--- src/hw/rtl/qcf_pkg.sv ---
// qcf_pkg: shared types and constants for the quadratic curve flattener
// no dependencies; imported by every module of the block

package qcf_pkg;

    // default configuration
    localparam int MAX_LEVEL_DEF   = 6;
    localparam int LEAF_LEVEL_DEF  = 5;
    localparam int QUEUE_DEPTH_DEF = 2;

    // field widths
    localparam int COORD_W  = 32;
    localparam int POINT_W  = 26;
    localparam int LVL_W    = 3;
    localparam int FIXED_W  = 4;
    localparam int COUNT_W  = 16;
    localparam int STEP_W   = 7;
    localparam int SHIFT_W  = 4;

    // arithmetic constants
    localparam int AUTO_SHIFT = 10;
    localparam logic [31:0] FLAT_LIMIT = 32'd128;
    localparam logic [31:0] ROUND_ADD  = 32'd3;
    localparam int OUT_SHIFT = 6;
    localparam logic [15:0] CAP_RESET = 16'd257;

    typedef logic signed [COORD_W-1:0] coord_t;

    // start, control and end point of one curve
    typedef struct packed {
        coord_t ax;
        coord_t ay;
        coord_t bx;
        coord_t by;
        coord_t cx;
        coord_t cy;
    } curve_t;

    // one classified curve handed from front to back
    typedef struct packed {
        curve_t           crv;
        logic [LVL_W-1:0] lvl;
        logic             ovf;
    } job_t;

endpackage

--- src/hw/rtl/qcf_front.sv ---
// qcf_front: accepts curves, picks the level and checks the vector count
// depends on qcf_pkg

module qcf_front #(
    parameter int MAX_LEVEL = qcf_pkg::MAX_LEVEL_DEF
) (
    input  logic                                  clk,
    input  logic                                  rst_n,
    input  logic                                  in_valid,
    output logic                                  in_ready,
    input  qcf_pkg::coord_t                       start_x,
    input  qcf_pkg::coord_t                       start_y,
    input  qcf_pkg::coord_t                       ctrl_x,
    input  qcf_pkg::coord_t                       ctrl_y,
    input  qcf_pkg::coord_t                       end_x,
    input  qcf_pkg::coord_t                       end_y,
    input  logic signed [qcf_pkg::FIXED_W-1:0]    fixed_level,
    input  logic                                  clear_count,
    input  logic                                  cfg_we,
    input  logic [qcf_pkg::COUNT_W-1:0]           cfg_wdata,
    output logic                                  job_valid,
    input  logic                                  job_ready,
    output qcf_pkg::job_t                         job
);
    import qcf_pkg::*;

    localparam logic [2:0] F_IDLE = 3'd0;
    localparam logic [2:0] F_DD   = 3'd1;
    localparam logic [2:0] F_MEAS = 3'd2;
    localparam logic [2:0] F_LVL  = 3'd3;
    localparam logic [2:0] F_CNT  = 3'd4;
    localparam logic [2:0] F_PUSH = 3'd5;

    localparam logic [LVL_W-1:0] MAX_LVL = LVL_W'(MAX_LEVEL);

    logic [2:0]         st_reg, st_next;
    curve_t             crv_reg, crv_next;
    logic [LVL_W-1:0]   lvl_reg, lvl_next;
    logic               ovf_reg, ovf_next;
    logic [31:0]        ddx_reg, ddx_next, ddy_reg, ddy_next;
    logic [31:0]        meas_reg, meas_next;
    logic [COUNT_W-1:0] count_reg, count_next;
    logic [COUNT_W-1:0] cap_reg;

    logic               accept;
    logic [31:0]        mx, my;
    logic [COUNT_W:0]   sum;
    logic [FIXED_W-2:0] fl_mag;

    assign in_ready  = (st_reg == F_IDLE);
    assign accept    = in_valid && in_ready;
    assign job_valid = (st_reg == F_PUSH);
    assign job.crv   = crv_reg;
    assign job.lvl   = lvl_reg;
    assign job.ovf   = ovf_reg;

    assign mx     = ddx_reg[31] ? (32'd0 - ddx_reg) : ddx_reg;
    assign my     = ddy_reg[31] ? (32'd0 - ddy_reg) : ddy_reg;
    assign sum    = {1'b0, count_reg} + ((COUNT_W+1)'(1) << lvl_reg);
    assign fl_mag = fixed_level[FIXED_W-2:0];

    // classification sequence
    always_comb
    begin
        st_next    = st_reg;
        crv_next   = crv_reg;
        lvl_next   = lvl_reg;
        ovf_next   = ovf_reg;
        ddx_next   = ddx_reg;
        ddy_next   = ddy_reg;
        meas_next  = meas_reg;
        count_next = count_reg;
        case (st_reg)
            F_IDLE:
            begin
                if (accept)
                begin
                    ovf_next = 1'b0;
                    if (clear_count)
                        count_next = '0;
                    if (fixed_level[FIXED_W-1])
                    begin
                        // automatic mode: 16.16 down to 26.6
                        crv_next.ax = start_x >>> AUTO_SHIFT;
                        crv_next.ay = start_y >>> AUTO_SHIFT;
                        crv_next.bx = ctrl_x >>> AUTO_SHIFT;
                        crv_next.by = ctrl_y >>> AUTO_SHIFT;
                        crv_next.cx = end_x >>> AUTO_SHIFT;
                        crv_next.cy = end_y >>> AUTO_SHIFT;
                        st_next     = F_DD;
                    end
                    else
                    begin
                        crv_next.ax = start_x;
                        crv_next.ay = start_y;
                        crv_next.bx = ctrl_x;
                        crv_next.by = ctrl_y;
                        crv_next.cx = end_x;
                        crv_next.cy = end_y;
                        if (fl_mag == '0)
                            lvl_next = LVL_W'(1);
                        else if (fl_mag > MAX_LVL)
                            lvl_next = MAX_LVL;
                        else
                            lvl_next = fl_mag;
                        st_next = F_PUSH;
                    end
                end
            end
            F_DD:
            begin
                // second difference per axis, wrapping
                ddx_next = crv_reg.ax - crv_reg.bx - crv_reg.bx + crv_reg.cx;
                ddy_next = crv_reg.ay - crv_reg.by - crv_reg.by + crv_reg.cy;
                st_next  = F_MEAS;
            end
            F_MEAS:
            begin
                meas_next = mx + ((mx > my) ? (mx + my) : (my + my));
                st_next   = F_LVL;
            end
            F_LVL:
            begin
                // level rises once per quartering while above the limit
                lvl_next = LVL_W'(1);
                for (int k = 0; k < MAX_LEVEL - 1; k++)
                begin
                    if ((meas_reg >> (2 * k)) > FLAT_LIMIT)
                        lvl_next = LVL_W'(k + 2);
                end
                st_next = F_CNT;
            end
            F_CNT:
            begin
                count_next = sum[COUNT_W] ? {COUNT_W{1'b1}} : sum[COUNT_W-1:0];
                ovf_next   = (sum > {1'b0, cap_reg});
                st_next    = F_PUSH;
            end
            F_PUSH:
            begin
                if (job_ready)
                    st_next = F_IDLE;
            end
            default:
            begin
                st_next = F_IDLE;
            end
        endcase
    end

    // control state
    always_ff @(posedge clk or negedge rst_n)
    begin
        if (!rst_n)
        begin
            st_reg    <= F_IDLE;
            count_reg <= '0;
            cap_reg   <= CAP_RESET;
        end
        else
        begin
            st_reg    <= st_next;
            count_reg <= count_next;
            if (cfg_we)
                cap_reg <= cfg_wdata;
        end
    end

    // payload
    always_ff @(posedge clk)
    begin
        crv_reg  <= crv_next;
        lvl_reg  <= lvl_next;
        ovf_reg  <= ovf_next;
        ddx_reg  <= ddx_next;
        ddy_reg  <= ddy_next;
        meas_reg <= meas_next;
    end

    // a pushed level is always within range
    a_lvl_range: assert property (@(posedge clk) disable iff (!rst_n)
        job_valid |-> (lvl_reg >= LVL_W'(1) && lvl_reg <= MAX_LVL))
        else $error("front level out of range");

endmodule

--- src/hw/rtl/qcf_queue.sv ---
// qcf_queue: short job queue between front and back
// depends on qcf_pkg

module qcf_queue #(
    parameter int DEPTH = qcf_pkg::QUEUE_DEPTH_DEF
) (
    input  logic          clk,
    input  logic          rst_n,
    input  logic          wr_valid,
    output logic          wr_ready,
    input  qcf_pkg::job_t wr_job,
    output logic          rd_valid,
    input  logic          rd_ready,
    output qcf_pkg::job_t rd_job
);
    import qcf_pkg::*;

    localparam int PTR_W = (DEPTH > 1) ? $clog2(DEPTH) : 1;
    localparam int CNT_W = $clog2(DEPTH + 1);
    localparam logic [PTR_W-1:0] LAST_PTR = PTR_W'(DEPTH - 1);

    job_t             mem [DEPTH];
    logic [PTR_W-1:0] wr_ptr_reg, rd_ptr_reg;
    logic [CNT_W-1:0] cnt_reg;
    logic             push, pop;

    assign wr_ready = (cnt_reg != CNT_W'(DEPTH));
    assign rd_valid = (cnt_reg != '0);
    assign push     = wr_valid && wr_ready;
    assign pop      = rd_valid && rd_ready;
    assign rd_job   = mem[rd_ptr_reg];

    // pointers and fill level
    always_ff @(posedge clk or negedge rst_n)
    begin
        if (!rst_n)
        begin
            wr_ptr_reg <= '0;
            rd_ptr_reg <= '0;
            cnt_reg    <= '0;
        end
        else
        begin
            if (push)
                wr_ptr_reg <= (wr_ptr_reg == LAST_PTR) ? '0 : wr_ptr_reg + PTR_W'(1);
            if (pop)
                rd_ptr_reg <= (rd_ptr_reg == LAST_PTR) ? '0 : rd_ptr_reg + PTR_W'(1);
            if (push && !pop)
                cnt_reg <= cnt_reg + CNT_W'(1);
            else if (pop && !push)
                cnt_reg <= cnt_reg - CNT_W'(1);
        end
    end

    // storage
    always_ff @(posedge clk)
    begin
        if (push)
            mem[wr_ptr_reg] <= wr_job;
    end

endmodule

--- src/hw/rtl/qcf_back.sv ---
// qcf_back: splits curves into half-curves and runs forward differencing
// depends on qcf_pkg

module qcf_back #(
    parameter int MAX_LEVEL  = qcf_pkg::MAX_LEVEL_DEF,
    parameter int LEAF_LEVEL = qcf_pkg::LEAF_LEVEL_DEF
) (
    input  logic                                clk,
    input  logic                                rst_n,
    input  logic                                job_valid,
    output logic                                job_ready,
    input  qcf_pkg::job_t                       job,
    output logic                                out_valid,
    input  logic                                out_ready,
    output logic signed [qcf_pkg::POINT_W-1:0]  point_x,
    output logic signed [qcf_pkg::POINT_W-1:0]  point_y,
    output logic                                overflow,
    output logic                                last
);
    import qcf_pkg::*;

    localparam logic [2:0] B_IDLE  = 3'd0;
    localparam logic [2:0] B_CURVE = 3'd1;
    localparam logic [2:0] B_SETUP = 3'd2;
    localparam logic [2:0] B_RUN   = 3'd3;
    localparam logic [2:0] B_POP   = 3'd4;
    localparam logic [2:0] B_LOAD  = 3'd5;
    localparam logic [2:0] B_OVF   = 3'd6;

    localparam int SP_W  = $clog2(MAX_LEVEL + 1);
    localparam int IDX_W = (MAX_LEVEL > 1) ? $clog2(MAX_LEVEL) : 1;
    localparam logic [LVL_W-1:0] LEAF_LVL = LVL_W'(LEAF_LEVEL);

    logic [2:0]        st_reg, st_next;
    curve_t            cur_reg, cur_next;
    logic [LVL_W-1:0]  lvl_reg, lvl_next;
    logic [SP_W-1:0]   sp_reg, sp_next;
    logic [STEP_W-1:0] step_reg, step_next;
    logic [31:0]       dx_reg, dy_reg, ddx_reg, ddy_reg;
    logic [31:0]       accx_reg, accx_next, accy_reg, accy_next;
    logic [31:0]       fdx_reg, fdx_next, fdy_reg, fdy_next;
    logic [31:0]       sdx_reg, sdx_next, sdy_reg, sdy_next;

    // half-curve stack
    job_t              stack_mem [MAX_LEVEL];
    job_t              stk_rd_reg;
    job_t              push_entry;
    logic              stk_push, stk_pop;
    logic [IDX_W-1:0]  wr_idx, rd_idx;

    // point stage and output stage
    logic               pt_valid_reg, pt_valid_next;
    logic [31:0]        ptx_reg, ptx_next, pty_reg, pty_next;
    logic [SHIFT_W-1:0] pt_sh_reg, pt_sh_next;
    logic               pt_last_reg, pt_last_next, pt_ovf_reg, pt_ovf_next;
    logic               out_valid_reg;
    logic [POINT_W-1:0] outx_reg, outy_reg;
    logic               out_ovf_reg, out_last_reg;
    logic               pt_take, s1_free;

    logic               split;
    logic [SHIFT_W-1:0] sh;
    logic [STEP_W-1:0]  step_end;
    logic [32:0]        m1x, m1y, m3x, m3y;
    logic [33:0]        m2x, m2y;
    logic [31:0]        gx, gy, rx, ry;

    assign split    = (lvl_reg > LEAF_LVL) && (lvl_reg > LVL_W'(1));
    assign sh       = {lvl_reg, 1'b0};
    assign step_end = (STEP_W'(1) << lvl_reg) - STEP_W'(1);
    assign pt_take  = pt_valid_reg && (!out_valid_reg || out_ready);
    assign s1_free  = !pt_valid_reg || pt_take;
    assign job_ready = (st_reg == B_IDLE);

    // rounded half-curve control points, full width then floor shift
    assign m1x = {cur_reg.ax[31], cur_reg.ax} + {cur_reg.bx[31], cur_reg.bx} + 33'd1;
    assign m1y = {cur_reg.ay[31], cur_reg.ay} + {cur_reg.by[31], cur_reg.by} + 33'd1;
    assign m3x = {cur_reg.cx[31], cur_reg.cx} + {cur_reg.bx[31], cur_reg.bx} + 33'd1;
    assign m3y = {cur_reg.cy[31], cur_reg.cy} + {cur_reg.by[31], cur_reg.by} + 33'd1;
    assign m2x = {{2{cur_reg.ax[31]}}, cur_reg.ax} + {cur_reg.bx[31], cur_reg.bx, 1'b0}
               + {{2{cur_reg.cx[31]}}, cur_reg.cx} + 34'd2;
    assign m2y = {{2{cur_reg.ay[31]}}, cur_reg.ay} + {cur_reg.by[31], cur_reg.by, 1'b0}
               + {{2{cur_reg.cy[31]}}, cur_reg.cy} + 34'd2;

    // second half is kept for later
    always_comb
    begin
        push_entry.crv.ax = m2x[33:2];
        push_entry.crv.ay = m2y[33:2];
        push_entry.crv.bx = m3x[32:1];
        push_entry.crv.by = m3y[32:1];
        push_entry.crv.cx = cur_reg.cx;
        push_entry.crv.cy = cur_reg.cy;
        push_entry.lvl    = lvl_reg - LVL_W'(1);
        push_entry.ovf    = 1'b0;
    end

    assign stk_push = (st_reg == B_CURVE) && split;
    assign stk_pop  = (st_reg == B_POP);
    assign wr_idx   = IDX_W'(sp_reg);
    assign rd_idx   = IDX_W'(sp_reg - SP_W'(1));

    // sequencer: split, set up leaf, step, pop, or give out an overflow item
    always_comb
    begin
        st_next       = st_reg;
        cur_next      = cur_reg;
        lvl_next      = lvl_reg;
        sp_next       = sp_reg;
        step_next     = step_reg;
        accx_next     = accx_reg;
        accy_next     = accy_reg;
        fdx_next      = fdx_reg;
        fdy_next      = fdy_reg;
        sdx_next      = sdx_reg;
        sdy_next      = sdy_reg;
        pt_valid_next = pt_take ? 1'b0 : pt_valid_reg;
        ptx_next      = ptx_reg;
        pty_next      = pty_reg;
        pt_sh_next    = pt_sh_reg;
        pt_last_next  = pt_last_reg;
        pt_ovf_next   = pt_ovf_reg;
        case (st_reg)
            B_IDLE:
            begin
                if (job_valid)
                begin
                    cur_next = job.crv;
                    lvl_next = job.lvl;
                    sp_next  = '0;
                    st_next  = job.ovf ? B_OVF : B_CURVE;
                end
            end
            B_CURVE:
            begin
                if (split)
                begin
                    cur_next.bx = m1x[32:1];
                    cur_next.by = m1y[32:1];
                    cur_next.cx = m2x[33:2];
                    cur_next.cy = m2y[33:2];
                    lvl_next    = lvl_reg - LVL_W'(1);
                    sp_next     = sp_reg + SP_W'(1);
                end
                else
                begin
                    // accumulator carries the rounding half from the start
                    accx_next = (32'(cur_reg.ax) << sh) + (32'd1 << (sh - SHIFT_W'(1)));
                    accy_next = (32'(cur_reg.ay) << sh) + (32'd1 << (sh - SHIFT_W'(1)));
                    step_next = '0;
                    st_next   = B_SETUP;
                end
            end
            B_SETUP:
            begin
                fdx_next = ddx_reg - (dx_reg << (lvl_reg + LVL_W'(1)));
                fdy_next = ddy_reg - (dy_reg << (lvl_reg + LVL_W'(1)));
                sdx_next = ddx_reg << 1;
                sdy_next = ddy_reg << 1;
                st_next  = B_RUN;
            end
            B_RUN:
            begin
                if (s1_free)
                begin
                    accx_next     = accx_reg + fdx_reg;
                    accy_next     = accy_reg + fdy_reg;
                    fdx_next      = fdx_reg + sdx_reg;
                    fdy_next      = fdy_reg + sdy_reg;
                    pt_valid_next = 1'b1;
                    ptx_next      = accx_reg + fdx_reg;
                    pty_next      = accy_reg + fdy_reg;
                    pt_sh_next    = sh;
                    pt_ovf_next   = 1'b0;
                    pt_last_next  = (step_reg == step_end) && (sp_reg == '0);
                    step_next     = step_reg + STEP_W'(1);
                    if (step_reg == step_end)
                        st_next = (sp_reg == '0) ? B_IDLE : B_POP;
                end
            end
            B_POP:
            begin
                sp_next = sp_reg - SP_W'(1);
                st_next = B_LOAD;
            end
            B_LOAD:
            begin
                cur_next = stk_rd_reg.crv;
                lvl_next = stk_rd_reg.lvl;
                st_next  = B_CURVE;
            end
            B_OVF:
            begin
                if (s1_free)
                begin
                    pt_valid_next = 1'b1;
                    ptx_next      = '0;
                    pty_next      = '0;
                    pt_sh_next    = '0;
                    pt_ovf_next   = 1'b1;
                    pt_last_next  = 1'b1;
                    st_next       = B_IDLE;
                end
            end
            default:
            begin
                st_next = B_IDLE;
            end
        endcase
    end

    // point to output conversion: rounding shifts
    assign gx = $signed(ptx_reg) >>> pt_sh_reg;
    assign gy = $signed(pty_reg) >>> pt_sh_reg;
    assign rx = $signed(gx + ROUND_ADD) >>> OUT_SHIFT;
    assign ry = $signed(gy + ROUND_ADD) >>> OUT_SHIFT;

    // control state
    always_ff @(posedge clk or negedge rst_n)
    begin
        if (!rst_n)
        begin
            st_reg        <= B_IDLE;
            sp_reg        <= '0;
            step_reg      <= '0;
            pt_valid_reg  <= 1'b0;
            out_valid_reg <= 1'b0;
        end
        else
        begin
            st_reg       <= st_next;
            sp_reg       <= sp_next;
            step_reg     <= step_next;
            pt_valid_reg <= pt_valid_next;
            if (pt_take)
                out_valid_reg <= 1'b1;
            else if (out_ready)
                out_valid_reg <= 1'b0;
        end
    end

    // payload
    always_ff @(posedge clk)
    begin
        cur_reg     <= cur_next;
        lvl_reg     <= lvl_next;
        accx_reg    <= accx_next;
        accy_reg    <= accy_next;
        fdx_reg     <= fdx_next;
        fdy_reg     <= fdy_next;
        sdx_reg     <= sdx_next;
        sdy_reg     <= sdy_next;
        ptx_reg     <= ptx_next;
        pty_reg     <= pty_next;
        pt_sh_reg   <= pt_sh_next;
        pt_last_reg <= pt_last_next;
        pt_ovf_reg  <= pt_ovf_next;
        // leaf differences
        dx_reg  <= cur_reg.ax - cur_reg.bx;
        dy_reg  <= cur_reg.ay - cur_reg.by;
        ddx_reg <= cur_reg.ax - cur_reg.bx - cur_reg.bx + cur_reg.cx;
        ddy_reg <= cur_reg.ay - cur_reg.by - cur_reg.by + cur_reg.cy;
        if (pt_take)
        begin
            outx_reg     <= rx[POINT_W-1:0];
            outy_reg     <= ry[POINT_W-1:0];
            out_ovf_reg  <= pt_ovf_reg;
            out_last_reg <= pt_last_reg;
        end
    end

    // stack memory
    always_ff @(posedge clk)
    begin
        if (stk_push)
            stack_mem[wr_idx] <= push_entry;
        if (stk_pop)
            stk_rd_reg <= stack_mem[rd_idx];
    end

    assign out_valid = out_valid_reg;
    assign point_x   = outx_reg;
    assign point_y   = outy_reg;
    assign overflow  = out_ovf_reg;
    assign last      = out_last_reg;

    // stack never grows past its depth
    a_sp_bound: assert property (@(posedge clk) disable iff (!rst_n)
        stk_push |-> (sp_reg < SP_W'(MAX_LEVEL)))
        else $error("half-curve stack overrun");

    // stepping only ever runs on a leaf-sized curve
    a_leaf_level: assert property (@(posedge clk) disable iff (!rst_n)
        (st_reg == B_RUN) |-> !split)
        else $error("stepping a curve above leaf level");

    // an overflow item is always the final item of its curve
    a_ovf_last: assert property (@(posedge clk) disable iff (!rst_n)
        (pt_valid_reg && pt_ovf_reg) |-> pt_last_reg)
        else $error("overflow item without last");

    // a pop only happens with something on the stack
    a_pop_nonempty: assert property (@(posedge clk) disable iff (!rst_n)
        stk_pop |-> (sp_reg != '0))
        else $error("pop from empty stack");

endmodule

--- src/hw/rtl/quadratic_curve_flattener_unit.sv ---
// quadratic curve flattener: one curve in, 2^level polyline points out, or one overflow item
// the front takes a new curve only after its last job is handed to the queue; automatic
//   curves pass through difference, measure, level and count states, forced ones do not
// throughput: the back gives one point per cycle while stepping, unless the output is
//   held off
// reset: asynchronous, count cleared, capacity 257, no item in flight
// depends on qcf_pkg, qcf_front, qcf_queue, qcf_back

module quadratic_curve_flattener_unit #(
    parameter int MAX_LEVEL   = qcf_pkg::MAX_LEVEL_DEF,
    parameter int LEAF_LEVEL  = qcf_pkg::LEAF_LEVEL_DEF,
    parameter int QUEUE_DEPTH = qcf_pkg::QUEUE_DEPTH_DEF
) (
    input  logic                                clk,
    input  logic                                rst_n,
    input  logic                                in_valid,
    output logic                                in_ready,
    input  logic signed [qcf_pkg::COORD_W-1:0]  start_x,
    input  logic signed [qcf_pkg::COORD_W-1:0]  start_y,
    input  logic signed [qcf_pkg::COORD_W-1:0]  ctrl_x,
    input  logic signed [qcf_pkg::COORD_W-1:0]  ctrl_y,
    input  logic signed [qcf_pkg::COORD_W-1:0]  end_x,
    input  logic signed [qcf_pkg::COORD_W-1:0]  end_y,
    input  logic signed [qcf_pkg::FIXED_W-1:0]  fixed_level,
    input  logic                                clear_count,
    output logic                                out_valid,
    input  logic                                out_ready,
    output logic signed [qcf_pkg::POINT_W-1:0]  point_x,
    output logic signed [qcf_pkg::POINT_W-1:0]  point_y,
    output logic                                overflow,
    output logic                                last,
    input  logic                                cfg_we,
    input  logic [qcf_pkg::COUNT_W-1:0]         cfg_wdata
);
    import qcf_pkg::*;

    logic f_valid, f_ready, b_valid, b_ready;
    job_t f_job, b_job;

    // level selection and count check
    qcf_front #(
        .MAX_LEVEL (MAX_LEVEL)
    ) u_front (
        .clk         (clk),
        .rst_n       (rst_n),
        .in_valid    (in_valid),
        .in_ready    (in_ready),
        .start_x     (start_x),
        .start_y     (start_y),
        .ctrl_x      (ctrl_x),
        .ctrl_y      (ctrl_y),
        .end_x       (end_x),
        .end_y       (end_y),
        .fixed_level (fixed_level),
        .clear_count (clear_count),
        .cfg_we      (cfg_we),
        .cfg_wdata   (cfg_wdata),
        .job_valid   (f_valid),
        .job_ready   (f_ready),
        .job         (f_job)
    );

    // decoupling queue
    qcf_queue #(
        .DEPTH (QUEUE_DEPTH)
    ) u_queue (
        .clk      (clk),
        .rst_n    (rst_n),
        .wr_valid (f_valid),
        .wr_ready (f_ready),
        .wr_job   (f_job),
        .rd_valid (b_valid),
        .rd_ready (b_ready),
        .rd_job   (b_job)
    );

    // subdivision and forward differencing
    qcf_back #(
        .MAX_LEVEL  (MAX_LEVEL),
        .LEAF_LEVEL (LEAF_LEVEL)
    ) u_back (
        .clk       (clk),
        .rst_n     (rst_n),
        .job_valid (b_valid),
        .job_ready (b_ready),
        .job       (b_job),
        .out_valid (out_valid),
        .out_ready (out_ready),
        .point_x   (point_x),
        .point_y   (point_y),
        .overflow  (overflow),
        .last      (last)
    );

endmodule

--- config.mk ---
export PLATFORM = sky130hd
export DESIGN_NAME = quadratic_curve_flattener_unit
export DESIGN_NICKNAME = d
export VERILOG_FILES = /design/src/hw/rtl/qcf_pkg.sv /design/src/hw/rtl/qcf_front.sv /design/src/hw/rtl/qcf_queue.sv /design/src/hw/rtl/qcf_back.sv /design/src/hw/rtl/quadratic_curve_flattener_unit.sv
export SDC_FILE = /design/constraint.sdc
export NUM_CORES = 2
export LEC_CHECK = 0
export BUFFER_PORTS_ARGS = -buffer_cell sky130_fd_sc_hd__buf_2
export CORE_MARGIN = 10
export CORE_UTILIZATION = 40
export DETAILED_ROUTE_END_ITERATION = 12
export PLACE_DENSITY = 0.61
export RECOVER_POWER = 50
export SLEW_MARGIN = 20
export SYNTH_ARGS = -nofsm -noshare
export SYNTH_HDL_FRONTEND = slang
export SYNTH_SLANG_ARGS = --single-unit
--- constraint.sdc ---
create_clock -name clk -period 67.9 [get_ports clk]
set_clock_uncertainty 0.2 [all_clocks]
set_input_delay 6.79 -clock clk [delete_from_list [all_inputs] [get_ports clk]]
set_output_delay 6.79 -clock clk [all_outputs]
set_load 0.1 [all_outputs]
==> impl_metrics.tcl <==
set metrics [dict create \
    synth_largest_area_cell "edfxtp_1" \
    grt-ovfl-total 0 \
    required_ps 67950 \
    cap_violations 38 \
    fillers 32200 \
    async_flop_share_pct 1.97 \
    numCtsBuffers 301 \
    ys_top_cells_by_area "edfxtp_1 (53%), ha_1 (6.2%), mux4_2 (4.2%)" \
    place.port_buffers 273 \
    htree_num_levels 5 \
    holdCritPathClass "register to register" \
    synth_cell_types 121 \
    worstSetupPathType "register to register" \
    wl_per_cell_um 25.3 \
    worst_pin_slew_ps 9690 \
    startpoint_type "register" \
    firstDrtPassIters 6 \
    path_cells "clkinv_1 > clkbuf_1 > nor3_2 > clkbuf_1 > clkbuf_1" \
    num_vias 93400 \
    seq_area_frac_synth_pct 56.0 \
    cp.arrival_ps 13600 \
    crit_path_top_delay_cell "clkbuf_1" \
    ctsHoldBuffers 0 \
    fmax_mhz 73.8 \
    hpwl_mm 296 \
    synthAdderAreaFrac_pct 9.03 \
    avgSynthCellArea_sq_um 13.0 \
    slowest_delay_ps 6250 \
    cts_root_buf "clkbuf_16" \
    core_region_area_sq_um 359000 \
    crit_top_cell "clkbuf_1" \
    synth_top_family_by_area "compound AO/OA/AOI/OAI gates" \
    fin_crit_sh_pct 20.0 \
    nNetsFinal 12500 \
    antenna_found_initial 20 \
    synth.mux.area_fraction_pct 9.97 \
    fp.dieH_um 620 \
    status "finished with violations" \
    seq_area_sq_um 80700 \
    yosysTopAreaCellShare_pct 53.3 \
    clk_latency_ps 930 \
    cts_resized 0 \
    synth_nets 12200 \
    grt_use_total_pct 20.8 \
    syn_area_sq_um 144000 \
    crit_fanout 115 \
    cts.path.max_buffers 4 \
    drt_iter0_drc 9799 \
    maxSlewViolCount 1837 \
    final_common_cell "edfxtp_1" \
    yosys_warnings 0 \
    synth-edff-count 2557 \
    synthFlopType "edfxtp_1" \
    cts_tree "yes" \
    synth_compound_area_share_pct 10.2 \
    routed_via_density 5.70 \
    clkTransAtPathRegs_ps 60 \
    finalSetupViolCount 0 \
    syn2layout_area_growth_pct 11.1 \
    remaining_drc_errors 0 \
    endpoint_kind "register" \
    clock_sinks 2739 \
    ant_nets 0 \
    relSlewSlack_pct -546 \
    rsz0062_at_grt "no" \
    layout-drive-gt1-share_pct 11.5 \
    gp_congestion 0.921 \
    violations "max-capacitance violations, max-slew violations" \
    grt_pass1_vias 92400 \
    grt_pass1_wl_mm 610 \
    wl_mm 414 \
    dieArea_sq_um 385000 \
    synthCells 11100 \
    final_cell_mix "edfxtp_1 (2557), ha_1 (716), o21ai_0 (692)" \
    postCtsSetupBuffers 0 \
    initial_core_util_pct 40.1 \
    die_x_um 620 \
    hold_viol_final 0 \
    synth-seq-cells 2739 \
    largest_reg_flops 1170 \
    grt_max_degree 142 \
    ios 274 \
    post-route-min-period_ps 13550 \
    std_cell_rows 220 \
    yosys.area_share.xor_xnor_pct 4.52 \
    multiInputGateArea_sq_um 59200 \
    synthSimpleGateAreaFrac_pct 7.30 \
    setup_tns_ps 0 \
]
## worst paths after layout
check	cells past startpoint	startpoint	slack (ps)	end
worst max-delay path	5	u_back.st_reg[2]$_DFFE_PN0P_	54350	u_back.stk_rd_reg[171]$_DFFE_PP_
worst min-delay path	0	u_back.ddy_reg[26]$_DFF_P_	230	u_back.sdy_reg[27]$_DFFE_PP_
worst max register to register	5	u_back.st_reg[2]$_DFFE_PN0P_	54350	u_back.stk_rd_reg[171]$_DFFE_PP_
worst min register to register	0	u_back.ddy_reg[26]$_DFF_P_	230	u_back.sdy_reg[27]$_DFFE_PP_
max in group asynchronous	1	rst_n	60940	u_queue.rd_ptr_reg$_DFFE_PN0P_
min in group asynchronous	1	rst_n	5780	u_front.cap_reg[14]$_DFFE_PN0P_
## critical path: cells and delay by family (launching register included)
| family | cells | cell delay (ps) |
|---|---|---|
| buf+inv | 4 | 9990 |
| flops | 1 | 1840 |
| simple gates | 1 | 470 |
## cell families (layout without fill, tap and decap cells)
group           count (synthesis)  after routing
flops                        2739           2739
compound gates               2369           2369
simple gates                 2236           2236
buf+inv                      1072           1581
mux                          1028           1028
fa+ha+maj                     920            920
xor+xnor                      739            739
other cells                     0              4
## layer usage
metal | vias to the layer above | share of wire (%) | global-route usage (%)
li1 | 42100 | - | -
met1 | 47100 | 45 | 30.7
met2 | 3722 | 44 | 31.8
met3 | 549 | 8.4 | 3.89
met4 | 2 | 2.7 | 5.01
met5 | - | 0.0031 | 0
## cells in the mapped netlist (all sizes together), types with 44 or more instances
cell	n
dfrtp	52
xor2	254
nand4	47
edfxtp	2557
mux4	299
and3	64
o211ai	60
mux2	182
nand3	192
nor3	113
buf	112
inv	662
or3	57
nand2	666
a21oi	673
o21a	98
nor2	661
nor2b	129
clkbuf	296
and2	69
fa	201
mux2i	547
a31oi	80
dfxtp	128
o221ai	58
o31ai	44
xnor2	483
ha	717
o21ai	701
a21o	248
a211oi	69
nand2b	101
o21bai	78
## cell type report
class,count,share of cell area (%)
Antenna cell,4,0.00625
Clock buffer,378,4.99
Clock inverter,163,1.01
Inverter,664,1.56
Multi-Input combinational cell,7292,37.0
Sequential cell,2739,50.4
Tap cell,4773,3.73
Timing Repair Buffer,376,1.33
## metrics by stage
| stage | cells | cell area, sq um | worst slack (ps) | hold slack (ps) | util, % |
|---|---|---|---|---|---|
| 3_5_place_dp | 15800 | 151000 | 57570 | 229 | 42.0 |
| 3_3_place_gp | 15800 | 151000 | 57600 | 232 | 42.0 |
| 4_1_cts | 16400 | 160000 | 57530 | 217 | 44.7 |
| 2_1_floorplan | 11100 | 144000 | 45450 | 200 | - |
| 6_report | 16400 | 160000 | 54350 | 225 | 44.6 |
| 5_1_grt | 16400 | 160000 | 53930 | 234 | 44.6 |
Power is left out: the tool's default activity adds up to more than one toggle a clock period on the data nets, which glitch-free logic cannot reach.
